`config.mk`:
```
export PLATFORM = sky130hd
export DESIGN_NAME = wsf_lane
export DESIGN_NICKNAME = d
export VERILOG_FILES = /design/src/wsf_pkg.sv /design/src/wsf_lane.sv
export SDC_FILE = /design/constraint.sdc
export NUM_CORES = 2
export LEC_CHECK = 0
export ABC_AREA = 1
export BUFFER_PORTS_ARGS = -buffer_cell sky130_fd_sc_hd__buf_2
export CAP_MARGIN = 20
export CORE_MARGIN = 2
export CORE_UTILIZATION = 30
export DETAILED_ROUTE_END_ITERATION = 12
export GPL_TIMING_DRIVEN = 0
export SETUP_SLACK_MARGIN = 0.02
export SYNTH_ARGS = -nofsm -noshare
export SYNTH_HDL_FRONTEND = slang
export SYNTH_SLANG_ARGS = --single-unit
```
`constraint.sdc`:
```
create_clock -name clk -period 6.4 [get_ports clk]
set_input_delay 0.32 -clock clk [delete_from_list [all_inputs] [get_ports clk]]
set_output_delay 0.32 -clock clk [all_outputs]
set_load 0.01 [all_outputs]
```
`src/wsf_pkg.sv`:
```
// ============================================================================
// wsf_pkg
// Shared types and constants of the 3x3 window spatial filter.
// ============================================================================
package wsf_pkg;

    // Sizes and limits
    localparam int MAX_WIDTH_DEF = 1024;
    localparam int HEIGHT_LIMIT  = 4096;
    localparam int PIXEL_MAX     = 255;

    // Lane pipeline depth: products, row sums, total, range check, eight
    // quotient steps and the final selection.
    localparam int LANE_LAT      = 13;
    localparam int LAT_W         = $clog2(LANE_LAT + 1);

    // Queue depths
    localparam int WFIFO_DEPTH   = 4;
    localparam int WFIFO_AW      = $clog2(WFIFO_DEPTH);
    localparam int OFIFO_DEPTH   = 16;
    localparam int OFIFO_AW      = $clog2(OFIFO_DEPTH);
    localparam int OCW           = $clog2(OFIFO_DEPTH + 1);

    // Configuration register indexes
    localparam logic [2:0] REG_MODE       = 3'd0;
    localparam logic [2:0] REG_KERNEL_TOP = 3'd1;
    localparam logic [2:0] REG_KERNEL_MID = 3'd2;
    localparam logic [2:0] REG_KERNEL_BOT = 3'd3;
    localparam logic [2:0] REG_WIDTH      = 3'd4;
    localparam logic [2:0] REG_HEIGHT     = 3'd5;

    // Filter modes
    localparam logic [1:0] MODE_LINEAR = 2'd0;
    localparam logic [1:0] MODE_MEDIAN = 2'd1;
    localparam logic [1:0] MODE_MAX    = 2'd2;
    localparam logic [1:0] MODE_MIN    = 2'd3;

    // Configuration bundle
    typedef struct packed {
        logic [1:0]  mode;
        logic [23:0] k_top;
        logic [23:0] k_mid;
        logic [23:0] k_bot;
        logic [10:0] width;
        logic [12:0] height;
    } cfg_t;

    // One window column: row 0 top, row 1 middle, row 2 bottom (RGB each)
    typedef logic [2:0][23:0] col_t;

    // One queued window with the results it yields
    typedef struct packed {
        col_t [2:0] cols;
        logic       has_a;
        logic       has_b;
        logic       sel_a;
        logic       sel_b;
        logic       last_frame;
    } win_entry_t;

endpackage

```
`src/wsf_lane.sv`:
```
// ============================================================================
// wsf_lane
// One colour channel of a 3x3 window: weighted sum with a pipelined quotient,
// or median, maximum or minimum, clamped to eight bits.
// ============================================================================
module wsf_lane (
    input  logic            clk,
    input  wsf_pkg::cfg_t   cfg,
    input  logic [8:0][7:0] pix,
    output logic [7:0]      res
);

    function automatic logic [7:0] max2(input logic [7:0] a, input logic [7:0] b);
        return (a > b) ? a : b;
    endfunction

    function automatic logic [7:0] min2(input logic [7:0] a, input logic [7:0] b);
        return (a < b) ? a : b;
    endfunction

    function automatic logic [7:0] max3(input logic [7:0] a, input logic [7:0] b,
                                        input logic [7:0] c);
        return max2(max2(a, b), c);
    endfunction

    function automatic logic [7:0] min3(input logic [7:0] a, input logic [7:0] b,
                                        input logic [7:0] c);
        return min2(min2(a, b), c);
    endfunction

    function automatic logic [7:0] med3(input logic [7:0] a, input logic [7:0] b,
                                        input logic [7:0] c);
        return max2(min2(a, b), min2(max2(a, b), c));
    endfunction

    // Sorted triple: index 0 smallest, index 2 largest
    function automatic logic [2:0][7:0] sort3(input logic [7:0] a, input logic [7:0] b,
                                              input logic [7:0] c);
        logic [2:0][7:0] s;
        s[0] = min3(a, b, c);
        s[1] = med3(a, b, c);
        s[2] = max3(a, b, c);
        return s;
    endfunction

    function automatic logic [7:0] clamp8(input logic signed [19:0] v);
        if (v < 0)
            return 8'd0;
        else if (v > 20'sd255)
            return 8'(wsf_pkg::PIXEL_MAX);
        else
            return v[7:0];
    endfunction

    logic signed [7:0]  coef [9];
    logic signed [11:0] weight;

    logic signed [16:0] prod_reg [9];
    logic [2:0][7:0]    rsort_reg [3];
    logic signed [11:0] weight_reg;

    logic signed [18:0] rowsum_reg [3];
    logic [7:0]         lo_max_reg, md_med_reg, hi_min_reg, max_all_reg, min_all_reg;

    logic signed [19:0] sum;
    logic [7:0]         rank_v;
    logic               byp3_reg, neg3_reg;
    logic [7:0]         val3_reg;
    logic [19:0]        num3_reg;
    logic [10:0]        den3_reg;

    logic [19:0]        rem_p [9];
    logic [7:0]         q_p   [9];
    logic [10:0]        den_p [9];
    logic               byp_p [9];
    logic               neg_p [9];
    logic               sat_p [9];
    logic [7:0]         val_p [9];

    logic [7:0]         res_reg;

    // Kernel coefficients and their sum
    always_comb
    begin
        for (int j = 0; j < 3; j++)
        begin
            coef[j]     = cfg.k_top[8*j +: 8];
            coef[3 + j] = cfg.k_mid[8*j +: 8];
            coef[6 + j] = cfg.k_bot[8*j +: 8];
        end
        weight = (12'(coef[0]) + 12'(coef[1]) + 12'(coef[2]))
               + (12'(coef[3]) + 12'(coef[4]) + 12'(coef[5]))
               + (12'(coef[6]) + 12'(coef[7]) + 12'(coef[8]));
    end

    // Stage 1: products and row sorting
    always_ff @(posedge clk)
    begin
        for (int i = 0; i < 9; i++)
            prod_reg[i] <= coef[i] * $signed({1'b0, pix[i]});
        for (int r = 0; r < 3; r++)
            rsort_reg[r] <= sort3(pix[3*r], pix[3*r + 1], pix[3*r + 2]);
        weight_reg <= weight;
    end

    // Stage 2: row sums and the column ranks
    always_ff @(posedge clk)
    begin
        for (int r = 0; r < 3; r++)
            rowsum_reg[r] <= 19'(prod_reg[3*r]) + 19'(prod_reg[3*r + 1])
                           + 19'(prod_reg[3*r + 2]);
        lo_max_reg  <= max3(rsort_reg[0][0], rsort_reg[1][0], rsort_reg[2][0]);
        md_med_reg  <= med3(rsort_reg[0][1], rsort_reg[1][1], rsort_reg[2][1]);
        hi_min_reg  <= min3(rsort_reg[0][2], rsort_reg[1][2], rsort_reg[2][2]);
        max_all_reg <= max3(rsort_reg[0][2], rsort_reg[1][2], rsort_reg[2][2]);
        min_all_reg <= min3(rsort_reg[0][0], rsort_reg[1][0], rsort_reg[2][0]);
    end

    // Stage 3: window total and the rank result for the mode
    always_comb
    begin
        sum = 20'(rowsum_reg[0]) + 20'(rowsum_reg[1]) + 20'(rowsum_reg[2]);
        case (cfg.mode)
            wsf_pkg::MODE_MEDIAN: rank_v = med3(lo_max_reg, md_med_reg, hi_min_reg);
            wsf_pkg::MODE_MAX:    rank_v = max_all_reg;
            wsf_pkg::MODE_MIN:    rank_v = min_all_reg;
            default:              rank_v = clamp8(sum);
        endcase
    end

    always_ff @(posedge clk)
    begin
        byp3_reg <= (cfg.mode != wsf_pkg::MODE_LINEAR) || (weight_reg == 12'sd0);
        val3_reg <= rank_v;
        neg3_reg <= sum[19] ^ weight_reg[11];
        num3_reg <= sum[19] ? 20'(-sum) : 20'(sum);
        den3_reg <= weight_reg[11] ? 11'(-weight_reg) : 11'(weight_reg);
    end

    // Stage 4: a quotient of 256 or more saturates
    always_ff @(posedge clk)
    begin
        sat_p[0] <= (num3_reg >= {1'b0, den3_reg, 8'd0});
        rem_p[0] <= num3_reg;
        q_p[0]   <= 8'd0;
        den_p[0] <= den3_reg;
        byp_p[0] <= byp3_reg;
        neg_p[0] <= neg3_reg;
        val_p[0] <= val3_reg;
    end

    // Eight restoring quotient steps, most significant bit first
    for (genvar s = 0; s < 8; s++)
    begin : g_step
        logic [19:0] shifted;
        logic        fits;

        always_comb
        begin
            shifted = 20'(den_p[s]) << (7 - s);
            fits    = (rem_p[s] >= shifted);
        end

        always_ff @(posedge clk)
        begin
            rem_p[s + 1] <= fits ? rem_p[s] - shifted : rem_p[s];
            q_p[s + 1]   <= fits ? (q_p[s] | (8'd1 << (7 - s))) : q_p[s];
            den_p[s + 1] <= den_p[s];
            byp_p[s + 1] <= byp_p[s];
            neg_p[s + 1] <= neg_p[s];
            sat_p[s + 1] <= sat_p[s];
            val_p[s + 1] <= val_p[s];
        end
    end

    // Final selection and clamp
    always_ff @(posedge clk)
    begin
        if (byp_p[8])
            res_reg <= val_p[8];
        else if (neg_p[8])
            res_reg <= 8'd0;
        else if (sat_p[8])
            res_reg <= 8'(wsf_pkg::PIXEL_MAX);
        else
            res_reg <= q_p[8];
    end

    assign res = res_reg;

endmodule

```
* Word-level counts from Yosys, hierarchy flattened
Memory sizes are Yosys's and may differ from the RTL's.
Cells that the tools add are included.
** Operators by class
- Add/subtract/negate cells :: 26
- Reduce and logical (&&, ||, !) cells :: 3
- Equality and inequality tests :: 3
- Multiply operators :: 9
- Muxes and demuxes :: 58
- Bitwise operators :: 1
- Magnitude comparators :: 45
** Operator list (number)
- 2-to-1 mux 8 bit :: 40
- 2-to-1 mux 20 bit :: 8
- multiplier 8 x 9 -> 17 bit :: 9
- greater-than comparator 8 bit :: 17
- less-than comparator 8 bit :: 17
- adder 18 x 17 -> 19 bit :: 3
- adder 17 x 17 -> 18 bit :: 3
- adder 9 x 8 -> 10 bit :: 3
- adder 8 x 8 -> 9 bit :: 3
- case mux 8 bit (3 select lines) :: 1
- adder 19 x 19 -> 20 bit :: 1
- adder 20 x 19 -> 20 bit :: 1
- >= comparator 20 x 11 -> 1 bit :: 1
- >= comparator 20 x 12 -> 1 bit :: 1
- >= comparator 20 x 13 -> 1 bit :: 1
- >= comparator 20 x 14 -> 1 bit :: 1
- >= comparator 20 x 15 -> 1 bit :: 1
- >= comparator 20 x 16 -> 1 bit :: 1
- >= comparator 20 x 17 -> 1 bit :: 1
- >= comparator 20 x 18 -> 1 bit :: 1
- >= comparator 20 x 19 -> 1 bit :: 1
- greater-than comparator 20 x 9 -> 1 bit (second input constant) :: 1
- less-than comparator 20 x 1 -> 1 bit (second input constant) :: 1
- negator 20 bit :: 1
- 26 further kinds :: 27
** Word-level totals
- Output and inout port bits :: 8
- Memories :: 10
- Register bits after elaboration :: 101
- Logic and storage cells :: 168
- Bits in writable memories :: 732
** Memory list
- rem_p :: depth 9, bits a word 20, read ports 8, clocked after memory_dff 0, write ports 9, RTL line wsf_lane.sv:72 : logic [19:0] rem_p [9];
- prod_reg :: depth 9, bits a word 17, read ports 9, clocked after memory_dff 0, write ports 9, RTL line wsf_lane.sv:58 : logic signed [16:0] prod_reg [9];
- den_p :: depth 9, bits a word 11, read ports 8, clocked after memory_dff 0, write ports 9, RTL line wsf_lane.sv:74 : logic [10:0] den_p [9];
- q_p :: depth 9, bits a word 8, read ports 9, clocked after memory_dff 0, write ports 9, RTL line wsf_lane.sv:73 : logic [7:0] q_p [9];
- rsort_reg :: depth 3, bits a word 24, read ports 3, clocked after memory_dff 0, write ports 3, RTL line wsf_lane.sv:59 : logic [2:0][7:0] rsort_reg [3];
- val_p :: depth 9, bits a word 8, read ports 9, clocked after memory_dff 0, write ports 9, RTL line wsf_lane.sv:78 : logic [7:0] val_p [9];
- 4 more memories

* Longest topological paths before layout
- Depth after elaboration :: 7
- Depth in mapped cells :: 34
- Mapped depth without buffers :: 32

* Least setup slack after synthesis
No wires, ideal clock.
- Kind :: flip-flop to flip-flop
- Start point :: mem rsort_reg[0][35] (netlist bit)
- End point :: reg md_med_reg[0]
- Library setup time :: 58 ps
- Data arrival time :: 4655 ps
- Cell stages (with the launch flop) :: 26
- Setup slack :: 1687 ps
- Required time :: 6342 ps
- Path buffers :: 1
- Path through :: dfxtp_1 -> inv_1 -> ha_1 -> a21oi_1 -> o21ai_0 -> nand2_1 -> nand2_2 -> nand2_1 -> clkbuf_1 -> nand2_1 -> o21ai_0 -> ha_1 -> a21oi_1 -> nor2_1 -> a211oi_1 -> nand2_1 -> nand2_1 -> nand2_1 -> ha_1 -> nand2_1 -> o21ai_0 -> nand2_1 -> a32oi_1 -> clkinv_1 -> or2_2 -> nand2_1
** RTL lines
- start: declaration :: RTL line wsf_lane.sv:59
- end signal: assignment :: RTL line wsf_lane.sv:113 : md_med_reg <= med3(rsort_reg[0][1], rsort_reg[1][1], rsort_reg[2][1]);
- end: declaration :: RTL line wsf_lane.sv:63 : logic [7:0] lo_max_reg, md_med_reg, hi_min_reg, max_all_reg, min_all_reg;

==> qor.txt <==
Mapped Nets: 8127
Top_reg_cell synth: dfxtp_1
Largest cells by area after synthesis: dfxtp_1, fa_1, ha_1
WL per Instance: 15.4 um
Remaining DRCs: 0
Mapped Cells: 6728
Crit path kind: input pin to flop
Max FFs per register: 160
R2R setup slack: 0.73 ns
Worst setup EP type: flop
# IOs: 179
WP data required: 6.93 ns
Worst setup SP type: input pin
Post-synthesis sequential area ratio: 27.6%
Num CTS Buffers: 83
Met3 WL post-DR: 5370 um
Vias: 42400
# hold bufs at CTS: 0
Clk_skew: 0.0228 ns
Hold depth: 3
Die ar.: 189000 sq um
Die Y: 435 um
Worst slew pin tran: 0.978 ns
Number of synthesized flops with an enable pin: 0
Final Setup Violations: 0
CTS tree: done
Net count, final: 8325
Setup_tns: 0 ns
GRT overflow: 0
Root buf cell: clkbuf_16
Commonest non-fill, non-tap cell in the layout: nand2_1
Final period utilization: 88.6%
Pin count of the biggest net entering global routing: 15
Core ar.: 185000 sq um
Initial core utilization: 30.1%
Post-CTS Setup Bufs: 0
Gpl congestion: 0.919
M1 WL: 62700 um
Slew HR: 34.4%
Total track usage: 15.5%
Layout overhead on the synthesized area: 11.9%
Number of detailed-route iterations in the first pass: 6
Top sig layer: met5
Number of max-cap violations: 0
Avg Cell Area, Syn: 8.27 sq um
Clock Latency Late Sink: 0.67 ns
Worst hold-check path type: input pin to flop
Clock transition at path regs: 0.05 ns
Cell taking the most area after synthesis: dfxtp_1
Fmax: 176 MHz
Worst setup margin: 0.728 ns
Most frequent cells in the layout: nand2_1, inv_1, dfxtp_1
Worst slack at placement: 0.0942 ns
Fin. Hold Viols: 0
Synthesized area: 55600 sq um
Share of post-route cells with drive strength above 1: 4.80%
Clk sink count: 766
CP max FO: 10
Post-DR vias/cell: 4.47
PortBufs: 112
Vias in the first global route: 42700
Max-slew violation count: 0
Hpwl dp: 124000 um
Arr. time, crit path: 6.20 ns
Status: finished, final reports clean
Resize count post-CTS: 0
Post-route ant nets: 0
Reg2reg path depth: 26
Drt initial violations: 2512
# rows: 158
Synth Warn #: 0
H-tree depth: 3
Metal2 WL: 69600 um
Yosys reg bits: 766
CTS Buffer Depth: 3
Initial antenna violation count: 8
Util after Layout: 33.7%
Synth cell types: 55
Final worst path period need: 5.67 ns
Final Routed Wirelength: 146000 um
First-pass GRT wire length: 230000 um
Synth async-reset ratio: 0%
Die X: 435 um
Post-placement cell count: 9320
Post-route insts no fill: 9474
Unrepaired setup endpoints after global routing: no
Post-synth top area share: 27.6%
## worst max-delay path, stage by stage
cell      delay [ns]
buf_2           0.15
clkbuf_1        0.49
inv_1           0.09
ha_1            0.31
nand2_1         0.08
o211ai_2        0.47
o21ai_1         0.43
buf_2           0.30
nand2_1         0.07
o21ai_0         0.18
ha_1            0.38
inv_1           0.04
nor2_1          0.10
nor2_1          0.05
o21a_1          0.17
o221ai_1        0.45
clkbuf_1        0.35
o21ai_0         0.22
ha_1            0.34
a21oi_1         0.06
o21ai_0         0.15
nand2_1         0.07
a21oi_1         0.38
clkbuf_1        0.37
o21ai_0         0.16
## stage by stage
step           instance area [sq um]  hold slack [ns]
2_1_floorplan                  55600            0.310
3_5_place_dp                   59300            0.312
5_1_grt                        62200            0.101
3_3_place_gp                   59300            0.310
6_report                       62200            0.101
4_1_cts                        62200           0.0357
## worst paths after layout
check | from | end
worst max-delay path | pix[39] | rsort_reg[0][38]
worst min-delay path | pix[65] | rsort_reg[0][49]
worst max register to register | md_med_reg[7] | val3_reg[7]
worst min register to register | val_p[0][19] | val_p[0][27]
## logic make-up after synthesis
family / after synthesis / synth area share, %
AO/OA/AOI/OAI: 879 / 8.61
XOR/XNOR: 279 / 4.48
adder cells (fa/ha/maj): 1228 / 34.0
buffers and inverters: 1571 / 10.6
flip-flops: 766 / 27.6
AND/OR/NAND/NOR: 2005 / 14.7
## Yosys cell counts, types with 23 or more instances
cell	instances
nor2_1	258
nand4_1	39
inv_1	1377
nor3_1	35
xnor2_1	106
nand3_1	178
fa_1	473
xor2_1	168
a21oi_1	354
nand2_1	1408
ha_1	755
o21ai_1	24
a211oi_1	23
clkbuf_1	173
o21ai_0	356
dfxtp_1	766
## cell type report
class	instances	area (sq um)
antenna	1	2.50
multi-input combinational	4391	34400
fill	19100	123000
buffer	187	729
clock buffer	104	2260
inverter	1384	5190
timing repair buffer	113	566
tap	2480	3100
sequential	766	15300
clock inverter	48	676
## routing by layer
layer	GRT usage, %	vias up
met5	0	-
met4	7.47	4
met3	1.95	257
met2	26.9	904
met1	19.1	20000
li1	-	21300
Power is left out: the tool's default activity adds up to more than one toggle a clock period on the data nets, which glitch-free logic cannot reach.
